<file path="config.mk">
export PLATFORM = sky130hd
export DESIGN_NAME = base64_stream_codec
export DESIGN_NICKNAME = d
export VERILOG_FILES = /design/src/hw/rtl/b64c_pkg.sv /design/src/hw/rtl/base64_stream_codec.sv /design/src/hw/rtl/b64c_front.sv /design/src/hw/rtl/b64c_queue.sv /design/src/hw/rtl/b64c_back.sv
export SDC_FILE = /design/constraint.sdc
export NUM_CORES = 1
export LEC_CHECK = 0
export BUFFER_PORTS_ARGS = -buffer_cell sky130_fd_sc_hd__buf_2
export CORE_MARGIN = 2
export CORE_UTILIZATION = 45
export CTS_CLUSTER_DIAMETER = 100
export DETAILED_ROUTE_END_ITERATION = 8
export MAX_ROUTING_LAYER = met4
export SYNTH_ARGS = -nofsm -noshare
export SYNTH_HDL_FRONTEND = slang
export SYNTH_SLANG_ARGS = --single-unit
</file>
<file path="constraint.sdc">
create_clock -name i_clk -period 9.75 [get_ports i_clk]
set_input_delay 0.4875 -clock i_clk [delete_from_list [all_inputs] [get_ports i_clk]]
set_output_delay 0.4875 -clock i_clk [all_outputs]
set_load 0.05 [all_outputs]
</file>
<file path="src/hw/rtl/b64c_pkg.sv">
// Shared types, constants and character mapping functions of the base64 codec.
package b64c_pkg;

    localparam logic MODE_ENCODE = 1'b0;
    localparam logic MODE_DECODE = 1'b1;

    localparam logic [7:0] CH_PAD   = 8'h3D;  // '='
    localparam logic [7:0] CH_PLUS  = 8'h2B;  // '+'
    localparam logic [7:0] CH_SLASH = 8'h2F;  // '/'
    localparam logic [7:0] CH_UP_A  = 8'h41;
    localparam logic [7:0] CH_UP_Z  = 8'h5A;
    localparam logic [7:0] CH_LO_A  = 8'h61;
    localparam logic [7:0] CH_LO_Z  = 8'h7A;
    localparam logic [7:0] CH_DIG_0 = 8'h30;
    localparam logic [7:0] CH_DIG_9 = 8'h39;

    localparam logic [7:0] UP_OFFSET = 8'd65;
    localparam logic [7:0] LO_OFFSET = 8'd71;
    localparam logic [7:0] DIG_SHIFT = 8'd4;

    localparam logic [5:0] IDX_PLUS  = 6'd62;
    localparam logic [5:0] IDX_SLASH = 6'd63;

    typedef enum logic [1:0] {
        JOB_ENC,
        JOB_DEC,
        JOB_ERR
    } t_job_kind;

    // One finished group, handed from the front end to the output sequencer.
    typedef struct packed {
        t_job_kind   kind;
        logic [23:0] bits;
        logic [1:0]  last_idx;   // index of the final result of the group
        logic [2:0]  enc_chars;  // alphabet characters before padding (encode)
    } t_job;

    typedef struct packed {
        logic       bad;
        logic       pad;
        logic [5:0] idx;
    } t_char_class;

    // Maps a 6-bit index to its alphabet character.
    function automatic logic [7:0] enc_char(input logic [5:0] idx);
        logic [7:0] wide;
        wide = {2'b00, idx};
        if (idx < 6'd26) begin
            enc_char = wide + UP_OFFSET;
        end else if (idx < 6'd52) begin
            enc_char = wide + LO_OFFSET;
        end else if (idx < IDX_PLUS) begin
            enc_char = wide - DIG_SHIFT;
        end else if (idx == IDX_PLUS) begin
            enc_char = CH_PLUS;
        end else begin
            enc_char = CH_SLASH;
        end
    endfunction

    // Classifies a received character as an index, padding or invalid.
    function automatic t_char_class classify(input logic [7:0] c);
        t_char_class r;
        logic [7:0]  t;
        r = '{bad: 1'b0, pad: 1'b0, idx: 6'd0};
        t = 8'd0;
        if (c == CH_PAD) begin
            r.pad = 1'b1;
        end else if (c >= CH_UP_A && c <= CH_UP_Z) begin
            t     = c - UP_OFFSET;
            r.idx = t[5:0];
        end else if (c >= CH_LO_A && c <= CH_LO_Z) begin
            t     = c - LO_OFFSET;
            r.idx = t[5:0];
        end else if (c >= CH_DIG_0 && c <= CH_DIG_9) begin
            t     = c + DIG_SHIFT;
            r.idx = t[5:0];
        end else if (c == CH_PLUS) begin
            r.idx = IDX_PLUS;
        end else if (c == CH_SLASH) begin
            r.idx = IDX_SLASH;
        end else begin
            r.bad = 1'b1;
        end
        return r;
    endfunction

endpackage

</file>
<file path="src/hw/rtl/base64_stream_codec.sv">
// Top level of the streaming base64 encoder and decoder.
//
//  Channel | Dir | Beat contents
//  --------+-----+-------------------------------------------------------------
//  s_axis  | in  | tdata[7:0] raw byte or character code, tlast end of message
//  m_axis  | out | tdata[7:0] character or byte, tlast final result of the group,
//          |     | tuser invalid character seen
//  cfg     | in  | wdata mode: 0 encode, 1 decode
//
// An input beat is taken in every cycle while the job queue has room; the front
// end turns it into state updates in that cycle and posts a job when a group is
// complete. The output sequencer sends one result beat per cycle while the output
// is not stalled, so a full encode group gives four output beats for three input
// beats, and the output port sets the sustained rate.
// Reset is synchronous and active low; it selects encode mode and empties the
// group, the queue and the output register. A stall on the output fills the
// queue and then removes the input ready; a stalled input leaves the queue to
// drain. A write to the mode register also empties the group being collected.
module base64_stream_codec #(
    parameter int QUEUE_DEPTH = 2
) (
    input  logic       i_clk,
    input  logic       i_rst_n,
    input  logic       i_cfg_we,
    input  logic       i_cfg_wdata,
    input  logic       i_s_axis_tvalid,
    output logic       o_s_axis_tready,
    input  logic [7:0] i_s_axis_tdata,   // [7:0] in_byte
    input  logic       i_s_axis_tlast,
    output logic       o_m_axis_tvalid,
    input  logic       i_m_axis_tready,
    output logic [7:0] o_m_axis_tdata,   // [7:0] out_byte
    output logic       o_m_axis_tlast,
    output logic       o_m_axis_tuser    // [0] bad_character
);
    import b64c_pkg::*;

    logic q_full;
    logic q_push;
    logic q_valid;
    logic q_pop;
    t_job job_in;
    t_job job_out;

    // Front end: mode register, group collection and character classification.
    b64c_front u_front (
        .i_clk       (i_clk),
        .i_rst_n     (i_rst_n),
        .i_cfg_we    (i_cfg_we),
        .i_cfg_wdata (i_cfg_wdata),
        .i_valid     (i_s_axis_tvalid),
        .o_ready     (o_s_axis_tready),
        .i_byte      (i_s_axis_tdata),
        .i_eom       (i_s_axis_tlast),
        .i_q_full    (q_full),
        .o_push      (q_push),
        .o_job       (job_in)
    );

    // Finished groups wait here so that each side can stall on its own.
    b64c_queue #(
        .DEPTH (QUEUE_DEPTH)
    ) u_queue (
        .i_clk   (i_clk),
        .i_rst_n (i_rst_n),
        .i_push  (q_push),
        .i_job   (job_in),
        .o_full  (q_full),
        .o_valid (q_valid),
        .i_pop   (q_pop),
        .o_job   (job_out)
    );

    // Back end: one result beat per cycle while the output is not stalled, into a registered output stage.
    b64c_back u_back (
        .i_clk     (i_clk),
        .i_rst_n   (i_rst_n),
        .i_q_valid (q_valid),
        .i_job     (job_out),
        .o_pop     (q_pop),
        .o_valid   (o_m_axis_tvalid),
        .i_ready   (i_m_axis_tready),
        .o_data    (o_m_axis_tdata),
        .o_last    (o_m_axis_tlast),
        .o_bad     (o_m_axis_tuser)
    );

    // An error beat is always the single, zero-valued result of its input beat.
    a_err_beat_shape: assert property (@(posedge i_clk) disable iff (!i_rst_n)
        (o_m_axis_tvalid && o_m_axis_tuser) |-> (o_m_axis_tlast && o_m_axis_tdata == 8'd0))
        else $error("error beat is not a lone zero beat");

endmodule

</file>
<file path="src/hw/rtl/b64c_front.sv">
// Front end: accepts beats, gathers groups and posts finished groups as jobs.
module b64c_front (
    input  logic              i_clk,
    input  logic              i_rst_n,
    input  logic              i_cfg_we,
    input  logic              i_cfg_wdata,
    input  logic              i_valid,
    output logic              o_ready,
    input  logic [7:0]        i_byte,
    input  logic              i_eom,
    input  logic              i_q_full,
    output logic              o_push,
    output b64c_pkg::t_job    o_job
);
    import b64c_pkg::*;

    logic        r_mode;
    logic [23:0] r_bits, n_bits;
    logic [1:0]  r_cnt, n_cnt;
    logic [2:0]  r_pad, n_pad;
    logic        r_err, n_err;
    logic        accept;
    t_char_class cc;
    logic [5:0]  sextet;
    logic [1:0]  cnt_inc;
    logic [2:0]  pad_inc;
    logic [23:0] bits_ins;

    assign o_ready = !i_q_full;
    assign accept  = i_valid && o_ready;
    assign cc      = classify(i_byte);
    assign sextet  = cc.pad ? 6'd0 : cc.idx;
    assign cnt_inc = r_cnt + 2'd1;
    assign pad_inc = r_pad + {2'b00, cc.pad};

    always_comb begin
        bits_ins = r_bits;
        if (r_mode == MODE_ENCODE) begin
            unique case (r_cnt)
                2'd0:    bits_ins[23:16] = r_bits[23:16] | i_byte;
                2'd1:    bits_ins[15:8]  = r_bits[15:8]  | i_byte;
                default: bits_ins[7:0]   = r_bits[7:0]   | i_byte;
            endcase
        end else begin
            unique case (r_cnt)
                2'd0:    bits_ins[23:18] = r_bits[23:18] | sextet;
                2'd1:    bits_ins[17:12] = r_bits[17:12] | sextet;
                2'd2:    bits_ins[11:6]  = r_bits[11:6]  | sextet;
                default: bits_ins[5:0]   = r_bits[5:0]   | sextet;
            endcase
        end
    end

    always_comb begin
        n_bits = r_bits;
        n_cnt  = r_cnt;
        n_pad  = r_pad;
        n_err  = r_err;
        o_push = 1'b0;
        o_job  = '{kind: JOB_ENC, bits: bits_ins, last_idx: 2'd3,
                   enc_chars: {1'b0, cnt_inc} + 3'd1};
        if (accept) begin
            if (r_mode == MODE_ENCODE) begin
                n_bits = bits_ins;
                n_cnt  = cnt_inc;
                if (cnt_inc == 2'd3 || i_eom) begin
                    o_push = 1'b1;
                    n_bits = '0;
                    n_cnt  = '0;
                    n_pad  = '0;
                end
            end else if (r_err) begin
                // Dropping beats until the end of the message.
                if (i_eom) begin
                    n_err = 1'b0;
                end
            end else if (cc.bad) begin
                o_push         = 1'b1;
                o_job.kind     = JOB_ERR;
                o_job.last_idx = 2'd0;
                n_bits = '0;
                n_cnt  = '0;
                n_pad  = '0;
                n_err  = !i_eom;
            end else begin
                n_bits = bits_ins;
                n_cnt  = cnt_inc;
                n_pad  = pad_inc;
                if (cnt_inc == 2'd0 || i_eom) begin
                    o_job.kind = JOB_DEC;
                    // Three bytes less the padding; nothing once padding reaches three.
                    o_push         = (pad_inc < 3'd3);
                    o_job.last_idx = 2'd2 - pad_inc[1:0];
                    n_bits = '0;
                    n_cnt  = '0;
                    n_pad  = '0;
                end
            end
        end
    end

    always_ff @(posedge i_clk) begin
        if (!i_rst_n) begin
            r_mode <= MODE_ENCODE;
            r_bits <= '0;
            r_cnt  <= '0;
            r_pad  <= '0;
            r_err  <= 1'b0;
        end else if (i_cfg_we) begin
            r_mode <= i_cfg_wdata;
            r_bits <= '0;
            r_cnt  <= '0;
            r_pad  <= '0;
            r_err  <= 1'b0;
        end else begin
            r_bits <= n_bits;
            r_cnt  <= n_cnt;
            r_pad  <= n_pad;
            r_err  <= n_err;
        end
    end

    a_err_only_decode: assert property (@(posedge i_clk) disable iff (!i_rst_n)
        r_err |-> (r_mode == MODE_DECODE))
        else $error("error latch set outside decode mode");

endmodule

</file>
<file path="src/hw/rtl/b64c_queue.sv">
// Short job queue between the front end and the output sequencer.
module b64c_queue #(
    parameter int DEPTH = 2
) (
    input  logic              i_clk,
    input  logic              i_rst_n,
    input  logic              i_push,
    input  b64c_pkg::t_job    i_job,
    output logic              o_full,
    output logic              o_valid,
    input  logic              i_pop,
    output b64c_pkg::t_job    o_job
);
    import b64c_pkg::*;

    localparam int PTR_W = $clog2(DEPTH);
    localparam int CNT_W = $clog2(DEPTH + 1);

    t_job             r_mem [DEPTH];
    logic [PTR_W-1:0] r_wr, r_rd;
    logic [CNT_W-1:0] r_cnt;
    logic             do_push, do_pop;

    assign o_full  = (r_cnt == CNT_W'(DEPTH));
    assign o_valid = (r_cnt != '0);
    assign o_job   = r_mem[r_rd];
    assign do_push = i_push && !o_full;
    assign do_pop  = i_pop && o_valid;

    always_ff @(posedge i_clk) begin
        if (do_push) begin
            r_mem[r_wr] <= i_job;
        end
    end

    always_ff @(posedge i_clk) begin
        if (!i_rst_n) begin
            r_wr  <= '0;
            r_rd  <= '0;
            r_cnt <= '0;
        end else begin
            if (do_push) begin
                r_wr <= (r_wr == PTR_W'(DEPTH - 1)) ? '0 : r_wr + 1'b1;
            end
            if (do_pop) begin
                r_rd <= (r_rd == PTR_W'(DEPTH - 1)) ? '0 : r_rd + 1'b1;
            end
            r_cnt <= r_cnt + CNT_W'(do_push) - CNT_W'(do_pop);
        end
    end

    a_no_overflow: assert property (@(posedge i_clk) disable iff (!i_rst_n)
        !(i_push && o_full))
        else $error("job pushed into a full queue");

endmodule

</file>
<file path="src/hw/rtl/b64c_back.sv">
// Output sequencer: turns each queued job into one to four result beats.
module b64c_back (
    input  logic              i_clk,
    input  logic              i_rst_n,
    input  logic              i_q_valid,
    input  b64c_pkg::t_job    i_job,
    output logic              o_pop,
    output logic              o_valid,
    input  logic              i_ready,
    output logic [7:0]        o_data,
    output logic              o_last,
    output logic              o_bad
);
    import b64c_pkg::*;

    logic       r_valid;
    logic [7:0] r_data, n_data;
    logic       r_last;
    logic       r_bad;
    logic [1:0] r_k;
    logic       load;
    logic       final_beat;
    logic [5:0] sextet;
    logic [7:0] dec_byte;

    assign load       = !r_valid || i_ready;
    assign final_beat = (r_k == i_job.last_idx);
    assign o_pop      = load && i_q_valid && final_beat;

    always_comb begin
        unique case (r_k)
            2'd0:    sextet = i_job.bits[23:18];
            2'd1:    sextet = i_job.bits[17:12];
            2'd2:    sextet = i_job.bits[11:6];
            default: sextet = i_job.bits[5:0];
        endcase
        unique case (r_k)
            2'd0:    dec_byte = i_job.bits[23:16];
            2'd1:    dec_byte = i_job.bits[15:8];
            default: dec_byte = i_job.bits[7:0];
        endcase
    end

    always_comb begin
        unique case (i_job.kind)
            JOB_ENC: n_data = ({1'b0, r_k} < i_job.enc_chars) ? enc_char(sextet) : CH_PAD;
            JOB_DEC: n_data = dec_byte;
            default: n_data = 8'd0;
        endcase
    end

    always_ff @(posedge i_clk) begin
        if (!i_rst_n) begin
            r_valid <= 1'b0;
            r_k     <= '0;
        end else if (load) begin
            r_valid <= i_q_valid;
            if (i_q_valid) begin
                r_k <= final_beat ? 2'd0 : r_k + 2'd1;
            end
        end
    end

    always_ff @(posedge i_clk) begin
        if (load && i_q_valid) begin
            r_data <= n_data;
            r_last <= final_beat;
            r_bad  <= (i_job.kind == JOB_ERR);
        end
    end

    assign o_valid = r_valid;
    assign o_data  = r_data;
    assign o_last  = r_last;
    assign o_bad   = r_bad;

    a_pop_shows_beat: assert property (@(posedge i_clk) disable iff (!i_rst_n)
        o_pop |=> (r_valid && r_last))
        else $error("job retired without presenting its final beat");

endmodule
</file>
==> impl_results.md <==
- CP arrival: 3.59 ns
- Total iterations of the first detailed-routing run: 5
- Normalized max-slew margin: 9.79%
- CTS tree: built
- Synthesized cell area: 6260 um^2
- Post-synth top area share: 34.5%
- Crit path launch type: register
- Largest fanout on the critical path: 33
- Worst-path clk slew: 0.07 ns
- Mux contribution to synthesized area: 6.09%
- GR Util met3: 3.70%
- Setup CP Type: register to register
- Commonest register cell after synthesis: edfxtp_1
- GRT Residual Overflow: 0
- Pin count of the biggest net entering global routing: 34
- Synth Area in Simple Gates: 13.9%
- Setup bufs post-CTS: 0
- CTS buffer count: 9
- Clk root buf: clkbuf_16
- Hold buffers post-CTS: 0
- Cell Pwr Density: 189 nW/um^2
- Core area: 13700 um^2
- Worst slew pin tran: 1.34 ns
- Register-to-register setup slack: 6.25 ns
- Fraction of registers with async set or reset after synthesis: 0%
- FF+latch count, synth: 111
- Ports: 27
- Vias per cell: 6.01
- Xor/xnor share of the synthesized area: 2.52%
- Compound-Gate Fraction of Synth Area: 20.3%
- Die Area: 14900 um^2
- WHS Endpoint: u_front.r_mode
- Diodes inserted: 0
- Placer Congestion: 0.938
- Mean Syn Cell Area: 10.0 um^2
- Largest family of logic cells by synthesized area: compound AO/OA/AOI/OAI gates
- Worst VDD drop: 0.0828 mV
- H-tree levels: 3
- Worst EP required: 9.84 ns
- Worst setup margin: 6.25 ns
- Net count after synthesis: 671
- Post-synth EDFFs: 72
- Busiest grt layer: met2
- Fin. Hold Viols: 0
- WL per Instance: 19.4 um
- Tcrit/Tclk final: 35.9%
- Clock sinks: 111
- Vias in the first global route: 4723
- Met2 usage: 36.6%
- Sequential fraction of the synthesis area: 47.0%
- Post-Synth Adder-Cell Area: 5.99%
- Top cells by area, synth: edfxtp_1 35%, dfxtp_1 12%, ha_1 6.0%
- Clock Latency Late Sink: 0.35 ns
- MaxCap Viol Count: 0
- First-pass GRT wire length: 25400 um
- Global-route met1 utilization: 29.1%
- Reg2reg end: u_back.o_data[3]
- Initial Util: 45.7%
- Max-slew violation count: 0
- Vias: 4920
- Unique cell type count in the Yosys netlist: 70
- Layout cells sized above 1: 12.2%
- # nets final: 679
- PostCTS Resize Cnt: 0
- FMAX: 285 MHz
- Worst hold path class: primary input to register
- Total GRT Usage: 23.1%
- Detail Placement HPWL: 11400 um
- Worst R2R Path Depth: 10
- Final wirelength: 15800 um
- Setup violators final: 0
- Die height: 122 um
- Worst hold start: i_cfg_wdata
- Clk_skew: 0.00932 ns
- Number of I/O port buffers: 26
- CP Capture Type: register
- Non-filler cells in the finished layout: 818
- Yosys warning count: 0
- DR DRC count: 0
- Pre-CTS WS: 6.19 ns
- Cells after synthesis: 626
- # rows: 43
- Clock period minus final worst setup slack: 3.50 ns
- Initial antenna violation count: 0
- RSZ-0062 raised after global routing: no
- Die X: 122 um
- DRT iter0 DRCs: 438
- Hold Path Stages: 3
- Area Overhead vs Synth: 8.05%
- Status: finished, final reports clean
- Max Root-Sink Buffers: 2
- Routed Antenna Nets: 0
- FILL cells: 1256
- Setup TNS: 0 ns
- Placed cells: 803
- LEAKAGE: 0.00255 uW
- Post-synth top area cell: edfxtp_1
- Tot Pwr: 1280 uW
## cells by family (layout without fill, tap and decap cells)
group / Yosys count / after routing
compound gates: 194 / 194
xor+xnor: 18 / 18
fa+ha+maj: 30 / 30
buf+inv: 60 / 72
flops: 111 / 111
mux: 35 / 35
simple gates: 178 / 178
## flip-flops by register name (all words and copies together) (netlist names), named ones only
signal and flops:
u_back.o_last 1, u_front.r_err 1, u_back.o_data 8, u_queue.r_mem 62
u_back.r_k 2, u_front.r_cnt 2, u_front.r_mode 1, u_queue.r_cnt 2
u_queue.r_rd 1, u_queue.r_wr 1, u_back.o_bad 1, u_front.r_bits 24
u_back.o_valid 1, u_front.r_pad 3
## where the power goes
group / switching [uW] / internal, uW / total [uW]
registers: 13.9 / 542 / 556
logic: 246 / 123 / 370
clock network: 163 / 188 / 351
total: 423 / 853 / 1280
## worst max-delay path by stage
stage	slack (ns)	cells after the start	endpoint
after global routing	5.92	9	u_back.o_data[0]
after detailed placement	6.19	10	u_queue.r_mem[0][14]
after global placement	6.25	11	u_queue.r_wr
after CTS	6.29	10	u_back.o_data[3]
after floorplan	6.31	9	u_queue.r_mem[1][0]
final	6.25	10	u_back.o_data[3]
## final cells by class
| class | count | area, um^2 | area share, % |
|---|---|---|---|
| Clock buffer | 12 | 258 | 3.81 |
| Multi-Input combinational cell | 455 | 3060 | 45.1 |
| Clock inverter | 3 | 17.5 | 0.259 |
| Tap cell | 180 | 225 | 3.33 |
| Sequential cell | 111 | 2940 | 43.5 |
| Inverter | 25 | 93.8 | 1.39 |
| Timing Repair Buffer | 32 | 175 | 2.59 |
## stage by stage
| stage | instance area, um^2 | hold slack (ns) | util, % |
|---|---|---|---|
| finish | 6770 | 0.409 | 49.3 |
| global placement | 6490 | 0.443 | 47.3 |
| CTS | 6770 | 0.388 | 49.3 |
| detailed placement | 6490 | 0.445 | 47.3 |
| global route | 6770 | 0.416 | 49.3 |
| floorplan | 6260 | 0.430 | - |
## worst max-delay path: stages, from the launching register on
cell and delay (ns):
dfxtp_1 0.31, buf_4 0.40, mux2_4 0.36, a222oi_1 0.47, o21ai_2 0.21, ha_1 0.31, inv_1 0.12, nand4_1 0.10
a31oi_1 0.45, nand2_1 0.19, o221a_1 0.31
## layout by cell type (no fill, tap or decap), types with 10 or more instances in the layout
| master | count |
|---|---|
| clkbuf_16 | 10 |
| a31oi_1 | 16 |
| ha_1 | 30 |
| buf_2 | 26 |
| nor2_1 | 39 |
| and3_1 | 10 |
| mux2i_1 | 13 |
| nand2_1 | 54 |
| a21oi_1 | 47 |
| edfxtp_1 | 72 |
| mux2_2 | 21 |
| nor2b_1 | 15 |
| dfxtp_1 | 39 |
| a21o_1 | 13 |
| o21ai_0 | 50 |
| inv_1 | 25 |
| xnor2_1 | 15 |
| nand3_1 | 15 |
| nor3_1 | 14 |
## routing by layer
layer	vias up	wire length, um
met5	-	0
met4	0	471
met3	29	709
met2	174	7680
met1	2371	6970
li1	2346	-
## cells in the mapped netlist, types with 6 or more instances
cell,count
o21ai_0,50
a31oi_1,16
buf_2,8
nor2_1,39
o31ai_1,6
mux2_2,21
nand2b_1,6
nand2_1,54
a21oi_1,47
a21o_1,13
clkbuf_1,20
and2_1,6
dfxtp_1,39
nor3_1,14
mux2i_1,13
a22oi_1,9
nor2b_1,15
and3_1,10
ha_1,30
inv_1,25
edfxtp_1,72
xnor2_1,15
nand3_1,15
No activity file was read; power rests on OpenSTA's default activity.
